--- src/design/scon_pkg.sv ---
`default_nettype none

package scon_pkg;

    // Default size of the connection table.
    localparam int SLOTS_DEFAULT = 8;

    // Operation codes.
    localparam logic [2:0] OP_FW_VERSION  = 3'd0;
    localparam logic [2:0] OP_SVC_VERSION = 3'd1;
    localparam logic [2:0] OP_CONNECT     = 3'd2;
    localparam logic [2:0] OP_CLOSE       = 3'd3;

    // Result status codes.
    localparam logic [2:0] STATUS_OK       = 3'd0;
    localparam logic [2:0] STATUS_REFUSED  = 3'd1;
    localparam logic [2:0] STATUS_BUSY     = 3'd2;
    localparam logic [2:0] STATUS_PROG_ERR = 3'd3;
    localparam logic [2:0] STATUS_INVALID  = 3'd4;

    // Configuration register indexes.
    localparam int CFG_INDEX_W = 2;
    localparam logic [CFG_INDEX_W-1:0] REG_FW_VERSION  = 2'd0;
    localparam logic [CFG_INDEX_W-1:0] REG_SVC_ID      = 2'd1;
    localparam logic [CFG_INDEX_W-1:0] REG_SVC_VERSION = 2'd2;

    // Configuration register reset values.
    localparam logic [15:0] FW_VERSION_RESET  = 16'd257;
    localparam logic [31:0] SVC_ID_RESET      = 32'd0;
    localparam logic [31:0] SVC_VERSION_RESET = 32'd1;

    // One request beat.
    typedef struct packed {
        logic [2:0]  op;
        logic [31:0] service_id;
        logic [31:0] requested_version;
        logic [31:0] close_handle;
    } req_t;

    // One result beat.
    typedef struct packed {
        logic [2:0]  status;
        logic [31:0] value;
    } rsp_t;

    // Commands from the controller to the datapath.
    typedef struct packed {
        logic load;
        logic exec;
    } cmd_t;

endpackage

`default_nettype wire

--- src/design/scon_ctrl.sv ---
`default_nettype none

module scon_ctrl (
    input  wire logic          clk,
    input  wire logic          rst_n,
    input  wire logic          in_valid,
    output logic               in_ready,
    output logic               out_valid,
    input  wire logic          out_ready,
    output scon_pkg::cmd_t     cmd
);

    localparam logic ST_IDLE = 1'b0;
    localparam logic ST_EXEC = 1'b1;

    logic state_reg;
    logic state_next;
    logic out_valid_reg;
    logic out_valid_next;

    // A new request is taken once the result register is free or being drained.
    assign in_ready  = (state_reg == ST_IDLE) && (!out_valid_reg || out_ready);
    assign out_valid = out_valid_reg;
    assign cmd.load  = in_valid && in_ready;
    assign cmd.exec  = (state_reg == ST_EXEC);

    // Next state and result valid flag.
    always_comb
    begin
        state_next     = state_reg;
        out_valid_next = out_valid_reg;
        if (out_valid_reg && out_ready)
        begin
            out_valid_next = 1'b0;
        end
        case (state_reg)
            ST_IDLE:
            begin
                if (cmd.load)
                begin
                    state_next = ST_EXEC;
                end
            end
            ST_EXEC:
            begin
                out_valid_next = 1'b1;
                state_next     = ST_IDLE;
            end
            default:
            begin
                state_next = ST_IDLE;
            end
        endcase
    end

    always_ff @(posedge clk or negedge rst_n)
    begin
        if (!rst_n)
        begin
            state_reg     <= ST_IDLE;
            out_valid_reg <= 1'b0;
        end
        else
        begin
            state_reg     <= state_next;
            out_valid_reg <= out_valid_next;
        end
    end

endmodule

`default_nettype wire

--- src/design/scon_dp.sv ---
`default_nettype none

module scon_dp #(
    parameter int SLOTS = scon_pkg::SLOTS_DEFAULT
) (
    input  wire logic                          clk,
    input  wire logic                          rst_n,
    input  wire scon_pkg::cmd_t                cmd,
    input  wire scon_pkg::req_t                in_data,
    output scon_pkg::rsp_t                     out_data,
    input  wire logic                          cfg_we,
    input  wire logic [scon_pkg::CFG_INDEX_W-1:0] cfg_index,
    input  wire logic [31:0]                   cfg_data
);

    localparam int IDX_W = (SLOTS > 1) ? $clog2(SLOTS) : 1;

    logic [15:0]      fw_version_reg;
    logic [31:0]      svc_id_reg;
    logic [31:0]      svc_version_reg;
    scon_pkg::req_t   req_reg;
    scon_pkg::rsp_t   rsp_reg;
    scon_pkg::rsp_t   rsp_next;
    logic [SLOTS-1:0] slot_used_reg;
    logic [SLOTS-1:0] slot_used_next;

    logic [31:0]      query_value;
    logic             free_found;
    logic [IDX_W-1:0] free_idx;
    logic             handle_in_range;
    logic [31:0]      handle_minus_one;
    logic [IDX_W-1:0] handle_idx;

    assign out_data = rsp_reg;

    // Configuration registers; unknown indexes are ignored.
    always_ff @(posedge clk or negedge rst_n)
    begin
        if (!rst_n)
        begin
            fw_version_reg  <= scon_pkg::FW_VERSION_RESET;
            svc_id_reg      <= scon_pkg::SVC_ID_RESET;
            svc_version_reg <= scon_pkg::SVC_VERSION_RESET;
        end
        else if (cfg_we)
        begin
            case (cfg_index)
                scon_pkg::REG_FW_VERSION:  fw_version_reg  <= cfg_data[15:0];
                scon_pkg::REG_SVC_ID:      svc_id_reg      <= cfg_data;
                scon_pkg::REG_SVC_VERSION: svc_version_reg <= cfg_data;
                default: ;
            endcase
        end
    end

    // Request capture.
    always_ff @(posedge clk)
    begin
        if (cmd.load)
        begin
            req_reg <= in_data;
        end
    end

    // Version lookup for the single offered service.
    assign query_value = (req_reg.service_id == svc_id_reg) ? svc_version_reg : 32'd0;

    // Lowest free slot.
    always_comb
    begin
        free_found = 1'b0;
        free_idx   = '0;
        for (int k = SLOTS - 1; k >= 0; k--)
        begin
            if (!slot_used_reg[k])
            begin
                free_found = 1'b1;
                free_idx   = IDX_W'(k);
            end
        end
    end

    // Handle decode for close.
    assign handle_in_range  = (req_reg.close_handle != 32'd0) &&
                              (req_reg.close_handle <= 32'(SLOTS));
    assign handle_minus_one = req_reg.close_handle - 32'd1;
    assign handle_idx       = handle_minus_one[IDX_W-1:0];

    // Operation decode and table update.
    always_comb
    begin
        rsp_next.status = scon_pkg::STATUS_OK;
        rsp_next.value  = 32'd0;
        slot_used_next  = slot_used_reg;
        case (req_reg.op)
            scon_pkg::OP_FW_VERSION:
            begin
                rsp_next.value = {16'd0, fw_version_reg};
            end
            scon_pkg::OP_SVC_VERSION:
            begin
                rsp_next.value = query_value;
            end
            scon_pkg::OP_CONNECT:
            begin
                if (query_value == 32'd0)
                begin
                    rsp_next.status = scon_pkg::STATUS_REFUSED;
                end
                else if ((req_reg.requested_version != 32'd0) &&
                         (req_reg.requested_version > svc_version_reg))
                begin
                    rsp_next.status = scon_pkg::STATUS_REFUSED;
                end
                else if (!free_found)
                begin
                    rsp_next.status = scon_pkg::STATUS_BUSY;
                end
                else
                begin
                    slot_used_next[free_idx] = 1'b1;
                    rsp_next.value = 32'(free_idx) + 32'd1;
                end
            end
            scon_pkg::OP_CLOSE:
            begin
                if (handle_in_range && slot_used_reg[handle_idx])
                begin
                    slot_used_next[handle_idx] = 1'b0;
                end
                else
                begin
                    rsp_next.status = scon_pkg::STATUS_PROG_ERR;
                end
            end
            default:
            begin
                rsp_next.status = scon_pkg::STATUS_INVALID;
            end
        endcase
    end

    // Slot table, cleared at reset.
    always_ff @(posedge clk or negedge rst_n)
    begin
        if (!rst_n)
        begin
            slot_used_reg <= '0;
        end
        else if (cmd.exec)
        begin
            slot_used_reg <= slot_used_next;
        end
    end

    // Result register.
    always_ff @(posedge clk)
    begin
        if (cmd.exec)
        begin
            rsp_reg <= rsp_next;
        end
    end

endmodule

`default_nettype wire

--- src/design/service_connection_table.sv ---
// Timing: a request beat is captured, then executed in the controller's execute
// state, and its result beat is registered as the controller leaves that state.
// Flow: a new request is taken only after the previous one has passed the
// capture step and the execute step of the controller; a waiting result stalls the next request.
// Reset: asynchronous, active low; all connection slots are freed and the
// configuration registers take their reset values at once.
`default_nettype none

module service_connection_table #(
    parameter int SLOTS = scon_pkg::SLOTS_DEFAULT
) (
    input  wire logic                             clk,
    input  wire logic                             rst_n,
    input  wire logic                             in_valid,
    output logic                                  in_ready,
    input  wire scon_pkg::req_t                   in_data,
    output logic                                  out_valid,
    input  wire logic                             out_ready,
    output scon_pkg::rsp_t                        out_data,
    input  wire logic                             cfg_we,
    input  wire logic [scon_pkg::CFG_INDEX_W-1:0] cfg_index,
    input  wire logic [31:0]                      cfg_data
);

    scon_pkg::cmd_t cmd;

    // Sequencing of capture, execute and result hand-off.
    scon_ctrl u_ctrl (
        .clk       (clk),
        .rst_n     (rst_n),
        .in_valid  (in_valid),
        .in_ready  (in_ready),
        .out_valid (out_valid),
        .out_ready (out_ready),
        .cmd       (cmd)
    );

    // Registers, slot table and result computation.
    scon_dp #(
        .SLOTS (SLOTS)
    ) u_dp (
        .clk       (clk),
        .rst_n     (rst_n),
        .cmd       (cmd),
        .in_data   (in_data),
        .out_data  (out_data),
        .cfg_we    (cfg_we),
        .cfg_index (cfg_index),
        .cfg_data  (cfg_data)
    );

endmodule

`default_nettype wire

--- config.mk ---
export PLATFORM = sky130hd
export DESIGN_NAME = service_connection_table
export DESIGN_NICKNAME = d
export VERILOG_FILES = /design/src/design/scon_pkg.sv /design/src/design/scon_ctrl.sv /design/src/design/scon_dp.sv /design/src/design/service_connection_table.sv
export SDC_FILE = /design/constraint.sdc
export NUM_CORES = 1
export LEC_CHECK = 0
export BUFFER_PORTS_ARGS = -buffer_cell sky130_fd_sc_hd__clkbuf_2
export CAP_MARGIN = 10
export CORE_ASPECT_RATIO = 1.25
export CORE_MARGIN = 2
export CORE_UTILIZATION = 30
export CTS_BUF_LIST = sky130_fd_sc_hd__clkbuf_16
export DETAILED_ROUTE_END_ITERATION = 12
export PLACE_DENSITY = 0.51
export SYNTH_ARGS = -nofsm -noshare
export SYNTH_HDL_FRONTEND = slang
export SYNTH_HIERARCHICAL = 1
export SYNTH_SLANG_ARGS = --single-unit
export TNS_END_PERCENT = 50
--- constraint.sdc ---
create_clock -name clk -period 26.5 [get_ports clk]
set_clock_uncertainty 0.1 [all_clocks]
set_input_delay 5.3 -clock clk [delete_from_list [all_inputs] [get_ports clk]]
set_output_delay 5.3 -clock clk [all_outputs]
set_load 0.05 [all_outputs]
# Word level (Yosys, flattened, before mapping)
# Cells that the tools add are included.
# word_totals
register_bits	224
latchBits	0
ramBits	0
mem_bits_ro	0
input_bits	138
output_inout_bits	37
word_cells	97
n_memories	0
# op_classes
add_sub_neg	2
n_mul	0
n_div	0
magnitude_cmp	6
n_eq_ne	10
shift	0
mux	41
n_bitwise	4
reduce_logical	22
# ops
cell	count
$mux W32	4
$pmux W32 S3	1
$reduce_bool A32 Y1	2
$eq A32 B32 Y1	1
$gt A32 B32 Y1	1
$le A32 B4 Y1 const B	1
$logic_not A32 Y1	1
$mux W8	4
$mux W3	10
$pmux W8 S2	1
$mux W1	14
$pmux W3 S3	1
$and A8 B8 Y8	1
$logic_and A1 B1 Y1	8
$lt A3 B4 Y1 const B	2
$not A8 Y8	1
$or A8 B8 Y8	1
$demux W1 S3	2
$eq A3 B2 Y1 const B	2
$ge A3 B1 Y1 const B	2
$reduce_and A2 Y1	3
$reduce_and A6 Y1	1
$add A3 B1 Y4 const B	1
$mux W2	2
15 further kinds	18

# Logic depth before layout (Yosys ltp)
# depth
word_depth	17
mapped_depth	9
mapped_depth_nobuf	9

# Cells and area by module
# The synthesis kept the hierarchy.
# by_module_without_submodules
module	instances	cells_each	area_each_um2	seq_area_each_um2
scon_dp	1	621	9457.8	6229.7
scon_ctrl	1	8	96.3	50.0

# Least setup slack after synthesis
# Ideal clock, no wire load.
# synth_path
path_type	input to register
startpoint	input port out_ready
endpoint	register u_dp/req_reg[0] in the netlist's numbering (enable)
setup_ps	699
arrival_time_ps	12513
t_required_ps	25701
path_slack_ps	13188
stages	2
path_buffers	0
cell_sequence	nor2b_4 -> nor3b_1
# synth_rtl
item	line	source
start: declaration	service_connection_table.sv:18	input wire logic out_ready,
end signal: assignment	scon_dp.sv:61	req_reg <= in_data;
end: declaration	scon_dp.sv:21	scon_pkg::req_t req_reg;

# Final worst setup path
# layout_path
startpoint	input port out_ready
endpoint	output port in_ready
# layout_via
elab_chain_cells	2
# layout_lines
item	line	source
$logic_or A1 B1 Y1	scon_ctrl.sv:22	assign in_ready = (state_reg == ST_IDLE) && (!out_valid_reg || out_ready);
$logic_and A1 B1 Y1	scon_ctrl.sv:22	
end: declaration	service_connection_table.sv:15	output logic in_ready,
# Every way passes these cells.

==> metrics <==
status=finished clean; max frequency=0.08915 GHz; hold-fix buffer count after cts=0; Final min period=between 10 and 15 ns; Setup-failing EPs final=0; worst path cell trace=clkbuf_2 > nor2b_4 > nor2_1 > clkbuf_2; register area share after synthesis=65.73%; Pwr per Cell Area=74.89 mW/mm²; share of cells above drive strength 1=roughly two fifths; Max rail drop VDD=0.04265 mV; Die Y=about 200 µm; Starting Density=a little under a third; Top-Level Pins=175; max reg flops=99; drt first-iter violations=approximately 350; Net Count, Synth=802; Yosys warning count=6; post_cts resized=0; power share of the combinational group=14.2%; CTS Buf Count=24; Mapped Area=between 0.009 and 0.01 mm²; area added between synthesis and finish=22.39%; number of flops mapped to enable cells by yosys=roughly 130; reg2reg end=u_dp/out_data[1]$_DFFE_PP_; number of H-tree levels=1; nets@finish=996; wire per inst=18.92 µm; Synth async-reset ratio=40.18%; clock power share=35.1%; Fillers=3,115; Leak=roughly 4.8 nW; hold crit path type=flip-flop to flip-flop; Fin Setup TNS=0 ns; Crit Path Max Fanout=4; Min Hold Slack=0.4107 ns; Synth Area per Inst=15.19 µm²; CP endpoint kind=output port; drt drc=0; Arr. time, crit path=5.82 ns; Post-CTS Setup Bufs=0; most frequent cell after synthesis=edfxtp_1; synth unique cells=55; Slowest-stage cell, CP=clkbuf_2; Seq pwr share=50.7%; Die Width=about 160 µm; vias per cell=4.712; normalized max-slew margin=32.59%; Final Hold Viols=0; DPL Wire Length=17,400 µm; Least-Margin Pin Slew=1.011 ns; drt pass-1 iters=4; reg-to-reg critical path startpoint=u_dp/svc_version_reg[30]$_DFFE_PN0P_; Hold Path End=u_dp/fw_version_reg[15]$_DFFE_PN0P_; TritonCTS clock tree=yes; number of global-route vias before repair=between 6,000 and 7,000; largest net degree at the start of global routing=76; CTS sink cnt=between 200 and 250; Ant. Diodes=0; initial antenna violation count=1; Hold Startpoint=u_dp/fw_version_reg[15]$_DFFE_PN0P_; Sw Share=27.24%; Worst-path clk slew=around 0.060 ns; total track usage=14.39%; Port Buf Inserts=174; CP top delay family=buffers and inverters; Worst setup SP type=input pin; total wire length=23,710 µm; Post-DRT Antenna Nets=0; Core Area=0.03160 mm²; reg-to-reg slack, setup=~24 ns; top cells by area, synth=edfxtp_1 (42%), dfrtp_1 (23%), mux2_2 (9.4%), ha_1 (4.6%), xor2_1 (2.9%); remaining global-route overflow=0; Crit path required time=21.10 ns; Placer Congestion=0.8031; Synth area leader=edfxtp_1; Sw Pwr=0.2386 mW; hold depth=1; global-route wire length before repair=36,280 µm; max-slew violations=0; clk root buf=clkbuf_16; clk_lat worst skew=0.53 ns; detailed-route via count=5,904; critical path class=input pin to output port; Max clock buf depth=3; area of the die=0.03330 mm²; max cap viols=0; Synth top area share=42.12%; Post-synth top cells=edfxtp_1 (134), dfrtp_1 (87), mux2_2 (80); slowest cell delay on critical path=0.23 ns; cell repeated most along the worst path=clkbuf_2; R2R cell count=8; Period Utilization, post-route=between 40% and 50%; RSZ-0062 raised after global routing=no; post-synthesis cell count=629; top_reg_cell synth=edfxtp_1; Rows=73; Synth Register Bits=224; number of buffers and inverters on the critical path=2; Pint=0.6372 mW
-- worst max-delay path by stage --
stage               from                   endpoint  slack, ns  cells after the start
2_1_floorplan  out_ready  u_dp/req_reg[0]$_DFFE_PP_      13.19                      2
3_3_place_gp   out_ready                   in_ready      15.29                      4
3_5_place_dp   out_ready                   in_ready      15.28                      4
4_1_cts        out_ready                   in_ready      15.28                      4
5_1_grt        out_ready                   in_ready      15.24                      4
6_report       out_ready                   in_ready      15.28                      4
-- stage by stage --
stage / util, % / instances / cell area, µm² / setup slack (ns) / power, mW
2_1_floorplan: - / 629 / 9554 / 13.19 / 0.5298
3_3_place_gp: 34.70 / 1209 / 10970 / 15.29 / 0.5750
3_5_place_dp: 34.70 / 1209 / 10970 / 15.28 / 0.5781
4_1_cts: 37.00 / 1253 / 11690 / 15.28 / 0.8922
5_1_grt: 37.00 / 1253 / 11690 / 15.24 / 0.9216
6_report: 37.00 / 1253 / 11690 / 15.28 / 0.8758
-- area by class of cell --
| type | count | area, µm² | area share (%) |
|---|---|---|---|
| Sequential cell | 224 | 6281 | 53.71 |
| Clock buffer | 25 | 625.6 | 5.350 |
| Timing Repair Buffer | 183 | 940.9 | 8.046 |
| Inverter | 39 | 146.4 | 1.252 |
| Tap cell | 412 | 515.5 | 4.408 |
| Clock inverter | 19 | 102.6 | 0.8774 |
| Multi-Input combinational cell | 351 | 3082 | 26.35 |
-- placed cells by master (no fill, tap or decap), types with 8 or more instances in the layout --
cell	count
a21oi_1	14
dfrtp_1	86
mux2_2	80
xor2_1	32
nand2_1	23
nand4_1	14
clkbuf_2	173
nor4_1	43
nand3_1	8
inv_1	45
edfxtp_1	134
clkbuf_16	25
buf_4	10
ha_1	35
a22o_1	12
-- power groups by stage --
stage | Sequential (mW) | Clock [mW] | Combinational, mW
2_1_floorplan | 0.455 | 0 | 0.0749
3_3_place_gp | 0.452 | 0 | 0.123
3_5_place_dp | 0.452 | 0 | 0.126
4_1_cts | 0.445 | 0.320 | 0.127
5_1_grt | 0.449 | 0.334 | 0.139
6_report | 0.444 | 0.308 | 0.124
-- kinds of logic (layout without fill, tap and decap cells) --
kind of cell	Yosys count	in the layout	share of synthesized area, %
compound gates	70	70	5.225
xor+xnor	36	36	3.379
fa+ha+maj	35	35	4.584
buf+inv	54	266	2.174
flops	224	224	65.73
mux	81	81	9.704
simple gates	129	129	9.206
-- per-layer routing --
layer / global-route usage, % / vias up / part of all wire [%]
li1: - / 2799 / -
met1: 18.45 / 2891 / 42
met2: 24.70 / 183 / 49
met3: 3.315 / 29 / 6.8
met4: 3.289 / 2 / 1.8
met5: 0 / - / 0.055
Power figures use the tool's default switching activity.
